$ cat src/sv/ile_pkg.sv
// Shared types, field widths and codes for the indexed list engine.
package ile_pkg;

	localparam int OP_W     = 4;
	localparam int INDEX_W  = 10;
	localparam int VALUE_W  = 32;
	localparam int COUNT_W  = 31;
	localparam int STATUS_W = 3;
	localparam int LEN_W    = 11;

	// Request layout on the input tdata, lowest bit first.
	localparam int IN_OP_LSB    = 0;
	localparam int IN_INDEX_LSB = IN_OP_LSB + OP_W;
	localparam int IN_VALUE_LSB = IN_INDEX_LSB + INDEX_W;
	localparam int IN_COUNT_LSB = IN_VALUE_LSB + VALUE_W;
	localparam int IN_BITS      = IN_COUNT_LSB + COUNT_W;
	localparam int IN_TDATA_W   = ((IN_BITS + 7) / 8) * 8;

	// Result layout on the output tdata, lowest bit first.
	localparam int OUT_STATUS_LSB = 0;
	localparam int OUT_READ_LSB   = OUT_STATUS_LSB + STATUS_W;
	localparam int OUT_POS_LSB    = OUT_READ_LSB + VALUE_W;
	localparam int OUT_LEN_LSB    = OUT_POS_LSB + INDEX_W;
	localparam int OUT_BITS       = OUT_LEN_LSB + LEN_W;
	localparam int OUT_TDATA_W    = ((OUT_BITS + 7) / 8) * 8;

	localparam logic [OP_W-1:0] OP_WRITE  = 4'd0;
	localparam logic [OP_W-1:0] OP_READ   = 4'd1;
	localparam logic [OP_W-1:0] OP_BACK   = 4'd2;
	localparam logic [OP_W-1:0] OP_FRONT  = 4'd3;
	localparam logic [OP_W-1:0] OP_REMOVE = 4'd4;
	localparam logic [OP_W-1:0] OP_INSERT = 4'd5;
	localparam logic [OP_W-1:0] OP_PUSH   = 4'd6;
	localparam logic [OP_W-1:0] OP_FIND   = 4'd7;
	localparam logic [OP_W-1:0] OP_ROTL   = 4'd8;
	localparam logic [OP_W-1:0] OP_ROTR   = 4'd9;

	localparam logic [STATUS_W-1:0] ST_OK       = 3'd0;
	localparam logic [STATUS_W-1:0] ST_RANGE    = 3'd1;
	localparam logic [STATUS_W-1:0] ST_FULL     = 3'd2;
	localparam logic [STATUS_W-1:0] ST_EMPTY    = 3'd3;
	localparam logic [STATUS_W-1:0] ST_NOTFOUND = 3'd4;

	typedef logic [4:0] act_t;

	localparam act_t A_NONE     = 5'd0;
	localparam act_t A_LOAD     = 5'd1;
	localparam act_t A_CLR      = 5'd2;
	localparam act_t A_SET_ST   = 5'd3;
	localparam act_t A_WRITE    = 5'd4;
	localparam act_t A_RD_IDX   = 5'd5;
	localparam act_t A_RD_BACK  = 5'd6;
	localparam act_t A_RD_FRONT = 5'd7;
	localparam act_t A_CAP_RD   = 5'd8;
	localparam act_t A_RM_RD    = 5'd9;
	localparam act_t A_RM_WR    = 5'd10;
	localparam act_t A_RM_END   = 5'd11;
	localparam act_t A_IN_INIT  = 5'd12;
	localparam act_t A_IN_RD    = 5'd13;
	localparam act_t A_IN_WR    = 5'd14;
	localparam act_t A_IN_END   = 5'd15;
	localparam act_t A_PUSH     = 5'd16;
	localparam act_t A_FD_INIT  = 5'd17;
	localparam act_t A_FD_RD    = 5'd18;
	localparam act_t A_FD_HIT   = 5'd19;
	localparam act_t A_FD_NEXT  = 5'd20;
	localparam act_t A_DIV_INIT = 5'd21;
	localparam act_t A_DIV_STEP = 5'd22;
	localparam act_t A_RT_INIT  = 5'd23;
	localparam act_t A_RT_RD    = 5'd24;
	localparam act_t A_RT_WR    = 5'd25;
	localparam act_t A_CP_RD    = 5'd26;
	localparam act_t A_CP_WR    = 5'd27;
	localparam act_t A_OUT      = 5'd28;

	typedef struct packed {
		act_t                act;
		logic [STATUS_W-1:0] status;
	} cmd_t;

	typedef struct packed {
		logic [OP_W-1:0] op;
		logic            rng_bad;
		logic            ins_bad;
		logic            full;
		logic            empty;
		logic            rm_more;
		logic            in_more;
		logic            fd_more;
		logic            hit;
		logic            div_last;
		logic            k_zero;
		logic            i_last;
		logic            clr_last;
		logic            out_free;
	} flags_t;

endpackage

$ cat src/sv/ile_ctrl.sv
// Sequencer that steps each list request through the datapath.
module ile_ctrl
	import ile_pkg::*;
(
	input  logic   clk,
	input  logic   arst_n,
	input  logic   s_tvalid,
	output logic   s_tready,
	input  logic   cfg_fire,
	input  flags_t flags,
	output cmd_t   cmd
);

	localparam logic [4:0] S_CLR    = 5'd0;
	localparam logic [4:0] S_IDLE   = 5'd1;
	localparam logic [4:0] S_EXEC   = 5'd2;
	localparam logic [4:0] S_CAP    = 5'd3;
	localparam logic [4:0] S_RM_CAP = 5'd4;
	localparam logic [4:0] S_RM_RD  = 5'd5;
	localparam logic [4:0] S_RM_WR  = 5'd6;
	localparam logic [4:0] S_IN_RD  = 5'd7;
	localparam logic [4:0] S_IN_WR  = 5'd8;
	localparam logic [4:0] S_FD_RD  = 5'd9;
	localparam logic [4:0] S_FD_CMP = 5'd10;
	localparam logic [4:0] S_DIV    = 5'd11;
	localparam logic [4:0] S_RT_K   = 5'd12;
	localparam logic [4:0] S_RT_RD  = 5'd13;
	localparam logic [4:0] S_RT_WR  = 5'd14;
	localparam logic [4:0] S_CP_RD  = 5'd15;
	localparam logic [4:0] S_CP_WR  = 5'd16;
	localparam logic [4:0] S_FIN    = 5'd17;

	logic [4:0] state_q;
	logic [4:0] state_nx;

	assign s_tready = (state_q == S_IDLE);

	always_comb begin
		cmd      = '{act: A_NONE, status: ST_OK};
		state_nx = state_q;
		unique case (state_q)
			S_CLR: begin
				cmd.act = A_CLR;
				if (flags.clr_last) begin
					state_nx = S_IDLE;
				end
			end
			S_IDLE: begin
				if (s_tvalid) begin
					cmd.act  = A_LOAD;
					state_nx = S_EXEC;
				end
			end
			S_EXEC: begin
				state_nx = S_FIN;
				unique case (flags.op)
					OP_WRITE: begin
						if (flags.rng_bad) begin
							cmd = '{act: A_SET_ST, status: ST_RANGE};
						end else begin
							cmd.act = A_WRITE;
						end
					end
					OP_READ: begin
						if (flags.rng_bad) begin
							cmd = '{act: A_SET_ST, status: ST_RANGE};
						end else begin
							cmd.act  = A_RD_IDX;
							state_nx = S_CAP;
						end
					end
					OP_BACK, OP_FRONT: begin
						if (flags.empty) begin
							cmd = '{act: A_SET_ST, status: ST_EMPTY};
						end else begin
							cmd.act  = (flags.op == OP_BACK) ? A_RD_BACK : A_RD_FRONT;
							state_nx = S_CAP;
						end
					end
					OP_REMOVE: begin
						if (flags.rng_bad) begin
							cmd = '{act: A_SET_ST, status: ST_RANGE};
						end else begin
							cmd.act  = A_RD_IDX;
							state_nx = S_RM_CAP;
						end
					end
					OP_INSERT: begin
						if (flags.ins_bad) begin
							cmd = '{act: A_SET_ST, status: ST_RANGE};
						end else if (flags.full) begin
							cmd = '{act: A_SET_ST, status: ST_FULL};
						end else begin
							cmd.act  = A_IN_INIT;
							state_nx = S_IN_RD;
						end
					end
					OP_PUSH: begin
						if (flags.full) begin
							cmd = '{act: A_SET_ST, status: ST_FULL};
						end else begin
							cmd.act = A_PUSH;
						end
					end
					OP_FIND: begin
						cmd.act  = A_FD_INIT;
						state_nx = S_FD_RD;
					end
					OP_ROTL, OP_ROTR: begin
						if (flags.empty) begin
							cmd = '{act: A_SET_ST, status: ST_EMPTY};
						end else begin
							cmd.act  = A_DIV_INIT;
							state_nx = S_DIV;
						end
					end
					default: begin
						cmd.act = A_NONE;
					end
				endcase
			end
			S_CAP: begin
				cmd.act  = A_CAP_RD;
				state_nx = S_FIN;
			end
			S_RM_CAP: begin
				cmd.act  = A_CAP_RD;
				state_nx = S_RM_RD;
			end
			S_RM_RD: begin
				if (flags.rm_more) begin
					cmd.act  = A_RM_RD;
					state_nx = S_RM_WR;
				end else begin
					cmd.act  = A_RM_END;
					state_nx = S_FIN;
				end
			end
			S_RM_WR: begin
				cmd.act  = A_RM_WR;
				state_nx = S_RM_RD;
			end
			S_IN_RD: begin
				if (flags.in_more) begin
					cmd.act  = A_IN_RD;
					state_nx = S_IN_WR;
				end else begin
					cmd.act  = A_IN_END;
					state_nx = S_FIN;
				end
			end
			S_IN_WR: begin
				cmd.act  = A_IN_WR;
				state_nx = S_IN_RD;
			end
			S_FD_RD: begin
				if (flags.fd_more) begin
					cmd.act  = A_FD_RD;
					state_nx = S_FD_CMP;
				end else begin
					state_nx = S_FIN;
				end
			end
			S_FD_CMP: begin
				if (flags.hit) begin
					cmd.act  = A_FD_HIT;
					state_nx = S_FIN;
				end else begin
					cmd.act  = A_FD_NEXT;
					state_nx = S_FD_RD;
				end
			end
			S_DIV: begin
				cmd.act = A_DIV_STEP;
				if (flags.div_last) begin
					state_nx = S_RT_K;
				end
			end
			S_RT_K: begin
				if (flags.k_zero) begin
					state_nx = S_FIN;
				end else begin
					cmd.act  = A_RT_INIT;
					state_nx = S_RT_RD;
				end
			end
			S_RT_RD: begin
				cmd.act  = A_RT_RD;
				state_nx = S_RT_WR;
			end
			S_RT_WR: begin
				cmd.act  = A_RT_WR;
				state_nx = flags.i_last ? S_CP_RD : S_RT_RD;
			end
			S_CP_RD: begin
				cmd.act  = A_CP_RD;
				state_nx = S_CP_WR;
			end
			S_CP_WR: begin
				cmd.act  = A_CP_WR;
				state_nx = flags.i_last ? S_FIN : S_CP_RD;
			end
			S_FIN: begin
				if (flags.out_free) begin
					cmd.act  = A_OUT;
					state_nx = S_IDLE;
				end
			end
			default: begin
				state_nx = S_CLR;
			end
		endcase
	end

	always_ff @(posedge clk or negedge arst_n) begin
		if (!arst_n) begin
			state_q <= S_CLR;
		end else if (cfg_fire) begin
			state_q <= S_CLR;
		end else begin
			state_q <= state_nx;
		end
	end

endmodule

$ cat config.mk
export PLATFORM = sky130hd
export DESIGN_NAME = ile_ctrl
export DESIGN_NICKNAME = d
export VERILOG_FILES = /design/src/sv/ile_pkg.sv /design/src/sv/ile_ctrl.sv
export SDC_FILE = /design/constraint.sdc
export NUM_CORES = 1
export LEC_CHECK = 0
export ABC_CLOCK_PERIOD_IN_PS = 2100
export BUFFER_PORTS_ARGS = -buffer_cell sky130_fd_sc_hd__buf_2
export CAP_MARGIN = 30
export CORE_ASPECT_RATIO = 1.25
export CORE_MARGIN = 4
export CORE_UTILIZATION = 40
export CTS_CLUSTER_SIZE = 30
export DETAILED_ROUTE_END_ITERATION = 12
export PLACE_DENSITY = 0.69
export SYNTH_ARGS = -nofsm -noshare
export SYNTH_HDL_FRONTEND = slang
export SYNTH_SLANG_ARGS = --single-unit
export TNS_END_PERCENT = 30
$ cat constraint.sdc
create_clock -name clk -period 2.1 [get_ports clk]
set_input_delay 0.315 -clock clk [delete_from_list [all_inputs] [get_ports clk]]
set_output_delay 0.315 -clock clk [all_outputs]
set_load 0.01 [all_outputs]
==> results.md, run 1 <==
Power:
- Across the VDD grid, the largest voltage drop is 405 uV.
- The internal power summed over all cells is 0.733 mW.
- The analysis attributes to cell leakage a power of 0.578 nW.
- The share of total power in the clock network is 7.1%.
- In this run switching power makes up 53.0% of total power.
- The areal power density over the cells is 1010 nW/um2.
- Registers are responsible for 14.8% of the overall power.
- The portion of total power attributed to combinational logic is 78.1%.
- The power dissipated by switching net loads is 0.826 mW.
- The design draws 1.56 mW.

Worst setup path:
- STA classifies the critical path startpoint as a register.
- The start-to-end type of the worst setup path is reg2out.
- At the worst endpoint, the arrival time is 1.73 ns.
- The peak fanout along the critical path is 13.
- STA classifies the critical path endpoint as an output port.
- The required time at the endpoint of the critical path is 1.78 ns.

Final layout:
- The number of diodes is 0.
- Cells fill 50.8% of the core in the end.
- The net count of the finished layout is 243.
- The ratio of cells with drive above 1 in the final layout is 28.5%.
- The largest registers in the layout are state_q: 5 flops.
- The final design instance area without fill is 1540 um2.
- The count of filler cells inserted in the layout is 315.
- The area overhead of the layout relative to synthesis is 17.8%.
- The number of flip-flops in the largest register is 5.
- The register bank with the most flops is state_q.

STA:
- The total setup violations reported at the end of the flow is 0.
- Clock skew on the completed layout was measured at 0.00295 ns.
- Subtracting the final worst setup slack from the clock period gives 2.04 ns.
- Setup repair after global routing could not meet its margin everywhere.
- The total count of hold-check failures in the final report is 0.
- The upper clock frequency limit is 490 MHz.
- The final clock period utilization by the worst path is 97.2%.
- The total count of max-transition violations in the final report is 0.

GRT:
- The first-pass GRT wire length is 6.70 mm.
- The total track usage is 19.4%.
- The maximum number of pins on one net before global-route repair is 24.
- The initial antenna violation count is 0.
- The total grt overflow is 0.
- The via count of the first global-routing pass is 1489.

Logic synthesis:
- The cell count after synthesis came out at 195.
- The number of flops mapped to enable cells by yosys is 0.
- Summing every instance area after synthesis gives 1310 um2.
- By count the netlist is led by a21oi_1, o21ai_0, nor2b_1.
- The fraction of synthesis flops using an asynchronous set or reset pin is 100%.
- The synthesized design spends more area on one cell type than any other, namely dfrtp_1.
- The share of the Yosys chip area taken by registers is 9.59%.
- When the netlist entered floorplanning its net count stood at 216.
- The warning count from the yosys run is 0.
- In this run, synthesis produced a sequential element count of 5.
- The dominant register cell in the synthesized netlist is dfrtp_1.
- After synthesis, the netlist uses 59 different library cells.
- In the post-synthesis netlist, the biggest area contributors are dfrtp_1, nor2b_1, a21oi_1, o21ai_0, buf_2.
- The average size of a mapped cell is 6.69 um2.
- The area share of the largest cell type after synthesis is 9.59%.

Detailed routing:
- In this run the top signal layer used is met4.
- Detailed routing placed a total of 2.06 mm of wire on met2.
- The initial detailed-routing violation count is 95.
- The total iterations of the first detailed-routing run is 4.
- In the detailed route, the total length drawn on met3 is 236 um.
- The routed layout has 1634 vias.
- For this block, the routed nets add up to 4.03 mm of wire.
- The DRC violations left is 0.
- Once detail routing completed, the nets flagged for antenna violations numbered 0.
- The routed wirelength normalized by instance count is 15.7 um.
- In the routed layout, each cell is associated on average with a via count of 6.36.
- After detailed routing, the wire length on met1 is 1.64 mm.

Floorplan:
- 30 I/O pins were placed.
- The number of standard-cell rows in the floorplan is 22.
- The initial utilization of the core area, before any placement, comes to 43.1%.
- The floorplan step defined a core boundary enclosing 3030 um2.
- The die boundary height is 71.9 um.
- The floorplan step defined a die boundary enclosing 4250 um2.
- In this run the horizontal extent of the chip is 59.1 um.

Flow run:
- The number of maximum-capacitance constraint violations is 0.

Clock network:
- The CTS sink count is 5.
- The level count of the clock H-tree is 1.
- The clock latency reported for the late side of the worst-skew pair is 0.24 ns.
- The clock passes through at most 2 buffers.
- In this run, CTS created clock tree buffers numbering 3.
- After clock tree synthesis, the clock-pin slew on the worst setup and hold paths is 0.04 ns.
- The root buffer cell is clkbuf_4.
- The CTS tree is yes.

Hold path:
- The worst min-delay path category is in2reg.

Placed design:
- The quantity of I/O buffers inserted on ports is 28.
- The detailed placer's ending HPWL is 3.08 mm.
- The final weighted congestion in routability-driven placement is 0.952.
- The area after detailed placement is 1450 um2.

Status:
- The flow ran to the end, and the final reports show no timing, DRC or antenna violations.
metal layers:
metal  track usage, %  up-vias
met5                0        -
met3            0.541       10
met4             8.31        0
li1                 -      801
met1             25.0      743
met2             33.0       80
placed cells by master (no fill, tap or decap), types with 2 or more instances in the layout:
master,count
nand4b_1,2
nand2_1,13
a41oi_1,2
dfrtp_2,4
nor2_1,13
o32ai_1,2
o21bai_1,2
nor4_1,3
or3_1,2
o21ai_0,18
a21o_1,2
a31oi_1,5
nor2b_2,4
nand4_1,2
o22ai_1,3
o22a_1,2
mux2_2,2
and2_1,2
nor3_1,8
buf_2,28
and3_1,2
nand3_1,5
inv_1,4
a32oi_1,2
nand2b_1,5
a221oi_1,3
nor2b_1,11
buf_4,12
a22oi_1,2
a21oi_1,18
clkbuf_4,3
or3_4,2
nor4b_1,2
cells by family (layout without fill, tap and decap cells):
kind of cell	Yosys count	in the layout	share of synthesized area [%]
AOI/OAI and AO/OA	76	76	39.6
xor gates and xnor gates	2	2	1.34
buffers and inverters	24	50	9.87
DFF	5	5	9.59
muxes	2	2	1.73
other	1	1	0.287
and+or+nand+nor	85	85	37.6
worst paths after layout:
kind                                             start                      to  slack, ns  cells past startpoint
worst max-delay path            state_q[0]$_DFFE_PN0P_                  cmd[6]       0.06                      6
worst min-delay path                          cfg_fire  state_q[4]$_DFFE_PN0P_       0.35                      2
worst max register to register  state_q[2]$_DFFE_PN0P_  state_q[0]$_DFFE_PN0P_       0.21                      5
worst min register to register  state_q[1]$_DFFE_PN0P_  state_q[1]$_DFFE_PN0P_       0.68                      2
max in group asynchronous                       arst_n  state_q[0]$_DFFE_PN0P_       1.53                      2
min in group asynchronous                       arst_n  state_q[1]$_DFFE_PN0P_       0.43                      2
critical path, stage by stage, from the launching register on:
cell	delay (ns)
dfrtp_2	0.49
buf_4	0.22
and2_1	0.16
nor3_1	0.13
a21oi_1	0.06
a211o_1	0.29
buf_2	0.13
power groups by stage:
stage          Sequential, mW  Combinational [mW]  Clock [mW]
2_1_floorplan           0.156               0.903           0
3_5_place_dp            0.222                1.14           0
3_3_place_gp            0.223                1.15           0
4_1_cts                 0.226                1.16       0.114
6_report                0.230                1.22       0.111
5_1_grt                 0.241                1.33       0.117
per-stage QoR:
| step | setup TNS, ns | setup slack, ns | std cells | hold WS (ns) |
|---|---|---|---|---|
| 2_1_floorplan | 0 | 0.408 | 195 | 0.0194 |
| 3_3_place_gp | 0 | 0.167 | 249 | 0.130 |
| 3_5_place_dp | 0 | 0.185 | 249 | 0.131 |
| 4_1_cts | 0 | 0.0317 | 254 | 0.348 |
| 5_1_grt | -0.0354 | -0.0170 | 257 | 0.366 |
| 6_report | 0 | 0.0597 | 257 | 0.347 |
repair_timing:
| item | in CTS | in global routing |
|---|---|---|
| resized for setup | 5 | 6 |
| buffers inserted | 0 | 3 |
| hold buffers | 1 | 0 |
| endpoints found under the hold margin | 5 | 0 |
| gates cloned | 0 | 0 |
| setup endpoints to repair | 5 | 5 |
| pin swaps | 0 | 1 |
final cells by class:
class | instances | area [um2] | share of cell area [%]
multi-input cells | 166 | 1080 | 70.1
repair buffers | 41 | 240 | 15.6
flip-flops and latches | 5 | 130 | 8.46
well taps | 36 | 45.0 | 2.93
clock buffers | 4 | 26.3 | 1.71
inverters | 5 | 18.8 | 1.22
(Power assumes the default switching activity.)
==> run 2, diff against run 1 <==
--- a/config.mk
+++ b/config.mk
@@ -5,6 +5,7 @@
 export SDC_FILE = /design/constraint.sdc
 export NUM_CORES = 1
 export LEC_CHECK = 0
+export ABC_AREA = 1
 export ABC_CLOCK_PERIOD_IN_PS = 2100
 export BUFFER_PORTS_ARGS = -buffer_cell sky130_fd_sc_hd__buf_2
 export CAP_MARGIN = 30
@@ -13,7 +14,7 @@
 export CORE_UTILIZATION = 40
 export CTS_CLUSTER_SIZE = 30
 export DETAILED_ROUTE_END_ITERATION = 12
-export PLACE_DENSITY = 0.69
+export PLACE_DENSITY = 0.7
 export SYNTH_ARGS = -nofsm -noshare
 export SYNTH_HDL_FRONTEND = slang
 export SYNTH_SLANG_ARGS = --single-unit
==> run 2 against run 1 <==
Compared with the run above:
- utilization is 0.49 points higher
- sequential share of layout area is 0.15 points higher
- maximum frequency is 0.19% higher
- largest power group unchanged
==> results.md, run 2 <==
Logic synthesis:
- The basic-gate share of the synthesized area counting and, or, nand and nor cells was 61.5% (+24 points).
- The average size of a mapped cell is 5.14 um2 (-23%).
- The count of cell types in the netlist was 27 (-54%).
- The synthesized-area fraction occupied by ao, oa, aoi and oai cells is 13.5% (-26 points).
- The post-synthesis mux area share is 0% (-1.7 points).
- The post-synthesis share of cell area spent on full adders, half adders and majority gates is 0% (unchanged).
- The cell area after synthesis is 1220 um2 (-6.2%).
- The number of flops mapped to enable cells by yosys came to 0 (unchanged).
- The number of nets in the synthesized netlist is 259 (+20%).
- After synthesis, the cell types taking the most area are nand2_1, nand3_1, dfrtp_1, nor2_1, inv_1.
- nand2_1 is the most common cell in the netlist.
- Of all cell types, the one taking the most synthesized area is nand2_1.
- The area share of the largest cell type after synthesis was 20.6% (+11 points).
- Ranked by instance count, the synthesized netlist is headed by nand2_1, nand3_1, nor2_1.
- By area, the combinational part of the netlist is dominated by simple AND/OR/NAND/NOR gates.
- The dominant register cell in the synthesized netlist is dfrtp_1.
- The fraction of synthesized cell area in xor and xnor cells came to 0% (-1.3 points).
- The number of cells produced by synthesis is 238 (+22%).
- The sequential cell area fraction in the yosys report is 10.2% (+0.64 points).
- The fraction of synthesis flops using an asynchronous set or reset pin is 100% (unchanged).
- The warning count from the yosys run is 0 (unchanged).
- The total of flip-flops plus latches after synthesis was 5 (unchanged).

Hold path:
- The hold path startpoint is cfg_fire.
- The worst min-delay path category is in2reg.

Final layout:
- In the layout the commonest cells are nand2_1, nand3_1, buf_2.
- The final design utilization came to 51.3% (+0.49 points).
- The number of flip-flops in the largest register was 5 (unchanged).
- The area overhead of the layout relative to synthesis is 23.4%.
- The most common library cell in the layout ignoring fill and taps is nand2_1.
- The ratio of cells with drive above 1 in the final layout is 28.3% (-0.20 points).
- The count of filler cells inserted in the layout came to 304 (-3.5%).
- The register bank with the most flops is state_q.
- The net count of the finished layout is 294 (+21%).
- The final design instance area without fill was 1510 um2 (-1.8%).
- The largest registers in the layout are state_q: 5 flops.
- The number of diodes is 0 (unchanged).

Worst setup path:
- The start-to-end type of the worst setup path is reg2out.
- The launching element type of the critical path is a register.
- The category of cells accounting for the largest share of critical-path delay is simple AND/OR/NAND/NOR gates.
- Tracing the worst setup path back leads to its startpoint at state_q[0]$_DFFE_PN0P_.
- The data arrival time of the critical path is 1.72 ns (about the same).
- The required time at the endpoint of the critical path came to 1.78 ns (about the same).
- The startpoint of the lowest-slack register-to-register path is state_q[0]$_DFFE_PN0P_.
- The library cell contributing the largest single delay on the critical path is dfrtp_2.
- The number of buffer and inverter instances along the worst setup path is 2 (unchanged).
- The longest individual stage delay on the worst path is 0.46 ns (-0.03 ns).
- Walking the worst path, the cells encountered are buf_4 > nor2_4 > nand2_2 > nor2_1 > a31oi_1 > nand4_1 > buf_2.
- The worst reg-to-reg setup slack is 0.57 ns (+0.36 ns).
- The peak fanout along the critical path is 6 (-7).
- The sort of element at the end of the critical path is an output port.

Floorplan:
- The core area was 2950 um2 (-2.7%).
- The area enclosed by the die boundary is 4010 um2 (-5.5%).
- The number of I/O pins was 30 (unchanged).
- The die width is 57.5 um (-2.7%).
- The die boundary height was 69.8 um (-2.8%).
- The effective utilization at floorplan is 41.5% (-1.6 points).
- The number of standard-cell rows in the floorplan is 22 (unchanged).

Power:
- The power consumption is 1.19 mW (-24%).
- The worst supply voltage drop on vdd was 415 uV (+2.5%).
- The areal power density over the cells is 788 nW/um2 (-22%).
- The leakage power summed over all cells came to 0.864 nW (+49%).

GRT:
- The first-pass GRT wire length is 6.60 mm (-1.4%).
- The via count of the first global-routing pass came to 1484 (-0.34%).
- The total track usage is 20.4% (+0.98 points).
- The initial antenna violation count is 0 (unchanged).
- The maximum number of pins on one net before global-route repair is 12 (-50%).
- The total grt overflow is 0 (unchanged).

Clock network:
- The number of buffers added by the clock tree synthesis step came to 3 (unchanged).
- The clock transition time at the flip-flop clock pins of the worst setup and hold paths is 0.05 ns (about the same).
- The CTS tree is yes.
- The root buffer cell is clkbuf_4.
- The level count of the clock H-tree is 1 (unchanged).
- The CTS sink count is 5 (unchanged).
- The number of buffers between clock root and the deepest sink is 2 (unchanged).
- The clock latency reported for the late side of the worst-skew pair is 0.25 ns (about the same).

STA:
- The upper clock frequency limit is 491 MHz (+0.19%).
- The worst-case clock skew was 0.0104 ns (+0.00741 ns).
- The total count of hold-check failures in the final report is 0 (unchanged).
- The total count of max-transition violations in the final report is 0 (unchanged).
- The post-layout minimum cycle time is 2.04 ns (-0.00390 ns).
- The total setup violations reported at the end of the flow is 0 (unchanged).
- The final clock period utilization by the worst path is 97.0% (-0.19 points).

Detailed routing:
- The detailed-route vias per instance came to 5.59 (-12%).
- The total iterations of the first detailed-routing run is 5 (+1).
- The initial detailed-routing violation count came to 129 (+36%).
- The DRC violations left is 0 (unchanged).
- The routed wirelength normalized by instance count is 14.1 um (-10%).
- The number of nets still failing antenna checks after routing came to 0 (unchanged).
- The overall routed net length is 4.35 mm (+7.8%).
- The total number of vias is 1723 (+5.4%).

Placed design:
- The area after detailed placement is 1370 um2 (-5.6%).
- The quantity of I/O buffers inserted on ports was 28 (unchanged).
- The final weighted congestion in routability-driven placement is 0.968 (+1.6%).
- The detailed placer's ending HPWL was 3.27 mm (+6.3%).

Flow run:
- The number of maximum-capacitance constraint violations is 0 (unchanged).

Status:
- The run finished with clean final reports.
==> run 2: cell types whose count changed after synthesis, sizes merged, moves of 7 or more <==
cell	change
nand2	+58
nor2	+23
o21ai	-8
buf	-10
nand3	+33
nor2b	-15
a21oi	-7
inv	+30
nand4	+7
==> run 2: kinds of logic after synthesis <==
kind of cell,count (synthesis)
AND/OR/NAND/NOR,162
AO/OA/AOI/OAI,29
buffers and inverters,41
other,1
flip-flops,5
==> run 2: per-stage QoR <==
step | hold WS [ns] | std cells | setup TNS [ns] | setup WS [ns]
floorplan | 0.0194 | 238 | 0 | 0.568
global placement | 0.128 | 296 | 0 | 0.139
detailed placement | 0.128 | 296 | 0 | 0.170
CTS | 0.260 | 301 | 0 | 0.0515
global route | 0.277 | 308 | -0.0333 | -0.0234
finish | 0.256 | 308 | 0 | 0.0636
==> run 2: what timing repair did <==
action | CTS | global route
pin swaps | 0 | 2
setup endpoints to repair | 5 | 5
endpoints found under the hold margin | 5 | 0
setup buffers | 0 | 7
hold buffers | 1 | 0
resized for setup | 2 | 15
==> run 2: final timing paths <==
check / end / cells after the start
hold / removal: state_q[3]$_DFFE_PN0P_ / 2
setup / recovery: cmd[6] / 7
max in group asynchronous: state_q[3]$_DFFE_PN0P_ / 2
hold reg to reg: state_q[2]$_DFFE_PN0P_ / 4
min in group asynchronous: state_q[0]$_DFFE_PN0P_ / 2
setup reg to reg: state_q[1]$_DFFE_PN0P_ / 8
==> run 2: area by class of cell <==
cell class	instances	area (um2)	share of cell area, %
Clock buffer	4	26.3	1.74
Inverter	34	133	8.78
Multi-Input combinational cell	192	968	64.1
Sequential cell	5	130	8.62
Tap cell	36	45.0	2.98
Timing Repair Buffer	37	208	13.8
==> run 2: power by group <==
group / internal, mW / total, mW / switching (mW)
logic: 0.320 / 0.897 / 0.577
registers: 0.123 / 0.177 / 0.0540
clock network: 0.0720 / 0.115 / 0.0428
==> run 2: routing by layer <==
metal	track usage (%)	vias to the layer above	part of all wire, %
met1	23.1	758	39
met5	0	-	0
met4	8.25	0	2.6
met2	37.2	99	52
met3	2.23	16	5.9
li1	-	850	-
==> run 3, diff against run 2 <==
--- a/config.mk
+++ b/config.mk
@@ -7,14 +7,15 @@
 export LEC_CHECK = 0
 export ABC_AREA = 1
 export ABC_CLOCK_PERIOD_IN_PS = 2100
-export BUFFER_PORTS_ARGS = -buffer_cell sky130_fd_sc_hd__buf_2
 export CAP_MARGIN = 30
 export CORE_ASPECT_RATIO = 1.25
 export CORE_MARGIN = 4
 export CORE_UTILIZATION = 40
+export CTS_BUF_LIST = sky130_fd_sc_hd__clkbuf_4
 export CTS_CLUSTER_SIZE = 30
 export DETAILED_ROUTE_END_ITERATION = 12
-export PLACE_DENSITY = 0.7
+export DONT_BUFFER_PORTS = 1
+export PLACE_DENSITY = 0.61
 export SYNTH_ARGS = -nofsm -noshare
 export SYNTH_HDL_FRONTEND = slang
 export SYNTH_SLANG_ARGS = --single-unit
==> run 3 against run 2 <==
Compared with the run above:
- maximum frequency fell by 0.76%
- combinational power fell by 21%
- sequential power about the same
- critical path depth shrank 1
- global-route usage fell by 0.22 points
- clock skew is 0.0085 ns lower
- total power decreased by 15%
- routed wire length is 9.9% lower
- worst hold slack lost 0.12 ns
==> results.md, run 3 (synthesis gave the netlist of run 2 again) <==
GRT:
- The maximum number of pins on one net before global-route repair is 12 (unchanged).
- The via count of the first global-routing pass was 1509 (+1.7%).
- The initial antenna violation count came to 0 (unchanged).
- The first-pass GRT wire length came to 6.60 mm (-0.11%).
- The total track usage was 20.1% (-0.22 points).
- The total grt overflow is 0 (unchanged).

Floorplan:
- The core area is 2950 um2 (unchanged).
- The area enclosed by the die boundary is 4010 um2 (unchanged).
- The die width came to 57.5 um (unchanged).
- The effective utilization at floorplan came to 41.5% (unchanged).
- The number of standard-cell rows in the floorplan is 22 (unchanged).
- The die boundary height was 69.8 um (unchanged).
- The number of I/O pins was 30 (unchanged).

Clock network:
- The level count of the clock H-tree was 1 (unchanged).
- In this run the clock root is driven by a clkbuf_4.
- The number of buffers between clock root and the deepest sink was 2 (unchanged).
- The number of buffers added by the clock tree synthesis step is 3 (unchanged).
- The number of buffers added for setup after CTS is 0 (unchanged).
- The CTS sink count is 5 (unchanged).
- The clock transition time at the flip-flop clock pins of the worst setup and hold paths is 0.04 ns (about the same).
- The clock latency reported for the late side of the worst-skew pair came to 0.24 ns (about the same).
- TritonCTS built the clock tree.

Hold path:
- The destination of the worst hold path is state_q[3]$_DFFE_PN0P_.
- The number of instances on the worst hold path came to 1 (-1).
- The worst min-delay path category is in2reg.
- The startpoint identified for the worst hold timing path is cfg_fire.

Power:
- The portion of total power attributed to combinational logic was 70.2% (-5.2 points).
- The power consumption came to 1.01 mW (-15%).
- The sequential fraction of design power is 17.7% (+2.8 points).
- The worst supply voltage drop on vdd was 396 uV (-4.6%).
- The areal power density over the cells is 789 nW/um2 (+0.19%).
- The power dissipated by switching net loads came to 0.593 mW (-12%).
- The internal power summed over all cells is 0.419 mW (-19%).
- The leakage power summed over all cells is 0.708 nW (-18%).
- The share of total power in the clock network is 12.1% (+2.4 points).
- The switching part of the total power is 58.6% (+1.9 points).

Worst setup path:
- The largest individual stage delay along the critical path comes from the cell dfrtp_1.
- The required time at the endpoint of the critical path is 1.78 ns (about the same).
- The critical path's most frequent cell is nand2_1.
- STA classifies the critical path startpoint as a register.
- The data arrival time of the critical path came to 1.74 ns (+0.02 ns).
- In this run the critical register-to-register path is launched from state_q[0]$_DFFE_PN0P_.
- The worst register-to-register path ends at state_q[0]$_DFFE_PN0P_.
- The sort of element at the end of the critical path is an output port.
- The start-to-end type of the worst setup path is reg2out.
- The worst reg-to-reg setup slack came to 0.57 ns (about the same).
- The longest individual stage delay on the worst path is 0.47 ns (about the same).
- The count of cells along the worst register-to-register path is 7 (-1).
- Walking the worst path, the cells encountered are nand2_1 > inv_2 > nand2_1 > nand2_1 > nor4_2 > nand2_1.
- The peak fanout along the critical path was 8 (+2).

Final layout:
- The ratio of cells with drive above 1 in the final layout is 14.3% (-14 points).
- The number of diodes is 0 (unchanged).
- The most common library cell in the layout ignoring fill and taps is nand2_1.
- state_q holds more flip-flops than any other register.
- The net count of the finished layout is 259 (-12%).
- The area overhead of the layout relative to synthesis is 4.81%.
- The largest registers in the layout are state_q: 5 flops.
- In the layout the commonest cells are nand2_1, nand3_1, inv_1, nor2_1, a21oi_1.
- The number of flip-flops in the largest register is 5 (unchanged).

Flow run:
- The number of maximum-capacitance constraint violations is 0 (unchanged).

STA:
- The post-layout minimum cycle time is 2.05 ns (+0.0155 ns).
- The upper clock frequency limit is 487 MHz (-0.76%).
- The total count of hold-check failures in the final report came to 0 (unchanged).
- The worst hold slack is 0.135 ns (-0.121 ns).
- The total count of max-transition violations in the final report is 0 (unchanged).
- The final clock period utilization by the worst path is 97.7% (+0.74 points).
- The total setup violations reported at the end of the flow is 0 (unchanged).
- The worst-case clock skew is 0.00185 ns (-0.00850 ns).

Placed design:
- The detailed placer's ending HPWL is 3.30 mm (+0.77%).
- The quantity of I/O buffers inserted on ports is 0 (-100%).
- The final weighted congestion in routability-driven placement is 0.991 (+2.4%).

Status:
- The run finished with clean final reports.

Detailed routing:
- The number of nets still failing antenna checks after routing is 0 (unchanged).
- The DRC violations left is 0 (unchanged).
- The total iterations of the first detailed-routing run is 4 (-1).
- The total number of vias is 1552 (-9.9%).
- The detailed-route vias per instance is 5.68 (+1.6%).
- The overall routed net length is 3.92 mm (-9.9%).
- The initial detailed-routing violation count is 74 (-43%).
- The routed wirelength normalized by instance count came to 14.4 um (+1.6%).
[run 3: cell count changes in the layout (fill, tap and decap cells not counted), sizes merged]
cell / previous run / this run
buf: 35 / 1
clkbuf: 5 / 4
[run 3: final cells by class]
class | count | area [um2]
fillers | 349 | 1660
flip-flops and latches | 5 | 128
inverters | 34 | 128
clock buffers | 4 | 30.0
repair buffers | 2 | 17.5
well taps | 36 | 45.0
multi-input cells | 192 | 935
[run 3: repair_timing]
item | in CTS | in global routing
gates resized for setup | 1 | 4
endpoints found under the setup margin | 1 | 3
endpoints found under the hold margin | 5 | 0
hold buffers | 1 | 0
[run 3: through the flow]
stage               setup TNS (ns)  worst slack [ns]  std cells  utilization (%)  area [um2]
CTS                              0            0.0438        273             43.0        1270
global route               -0.0341           -0.0341        273             43.5        1280
detailed placement               0             0.202        268             41.6        1230
global placement                 0             0.200        268             41.6        1230
finish                           0            0.0481        273             43.5        1280
floorplan                        0             0.568        238                -        1220
[run 3: how the worst max path moves through the flow]
stage,startpoint,endpoint,slack [ns],cells after the start
after floorplan,state_q[4]$_DFFE_PN0P_,cmd[6],0.57,8
after global placement,state_q[0]$_DFFE_PN0P_,cmd[3],0.20,7
after detailed placement,state_q[0]$_DFFE_PN0P_,cmd[3],0.20,7
after CTS,state_q[3]$_DFFE_PN0P_,cmd[3],0.04,6
after global routing,state_q[2]$_DFFE_PN0P_,cmd[3],-0.03,7
final,state_q[2]$_DFFE_PN0P_,cmd[3],0.05,6
[run 3: routing by layer]
metal	up-vias	routed length (um)	track usage (%)
met1	689	1490	22.0
met5	-	0	0
met4	0	112	8.25
met3	13	257	3.72
li1	784	-	-
met2	66	2060	36.7
[run 3: power groups by stage]
stage | logic [mW] | clock network [mW] | registers [mW]
4_1_cts | 0.684 | 0.124 | 0.178
3_3_place_gp | 0.688 | 0 | 0.174
3_5_place_dp | 0.678 | 0 | 0.177
6_report | 0.710 | 0.122 | 0.179
5_1_grt | 0.784 | 0.134 | 0.182
2_1_floorplan | 0.587 | 0 | 0.139
[run 3: worst max-delay path, delay by kind of cell, from the launching register on]
family	cells	cell delay, ns
flip-flops	1	0.47
buffers and inverters	1	0.10
AND/OR/NAND/NOR	5	0.92
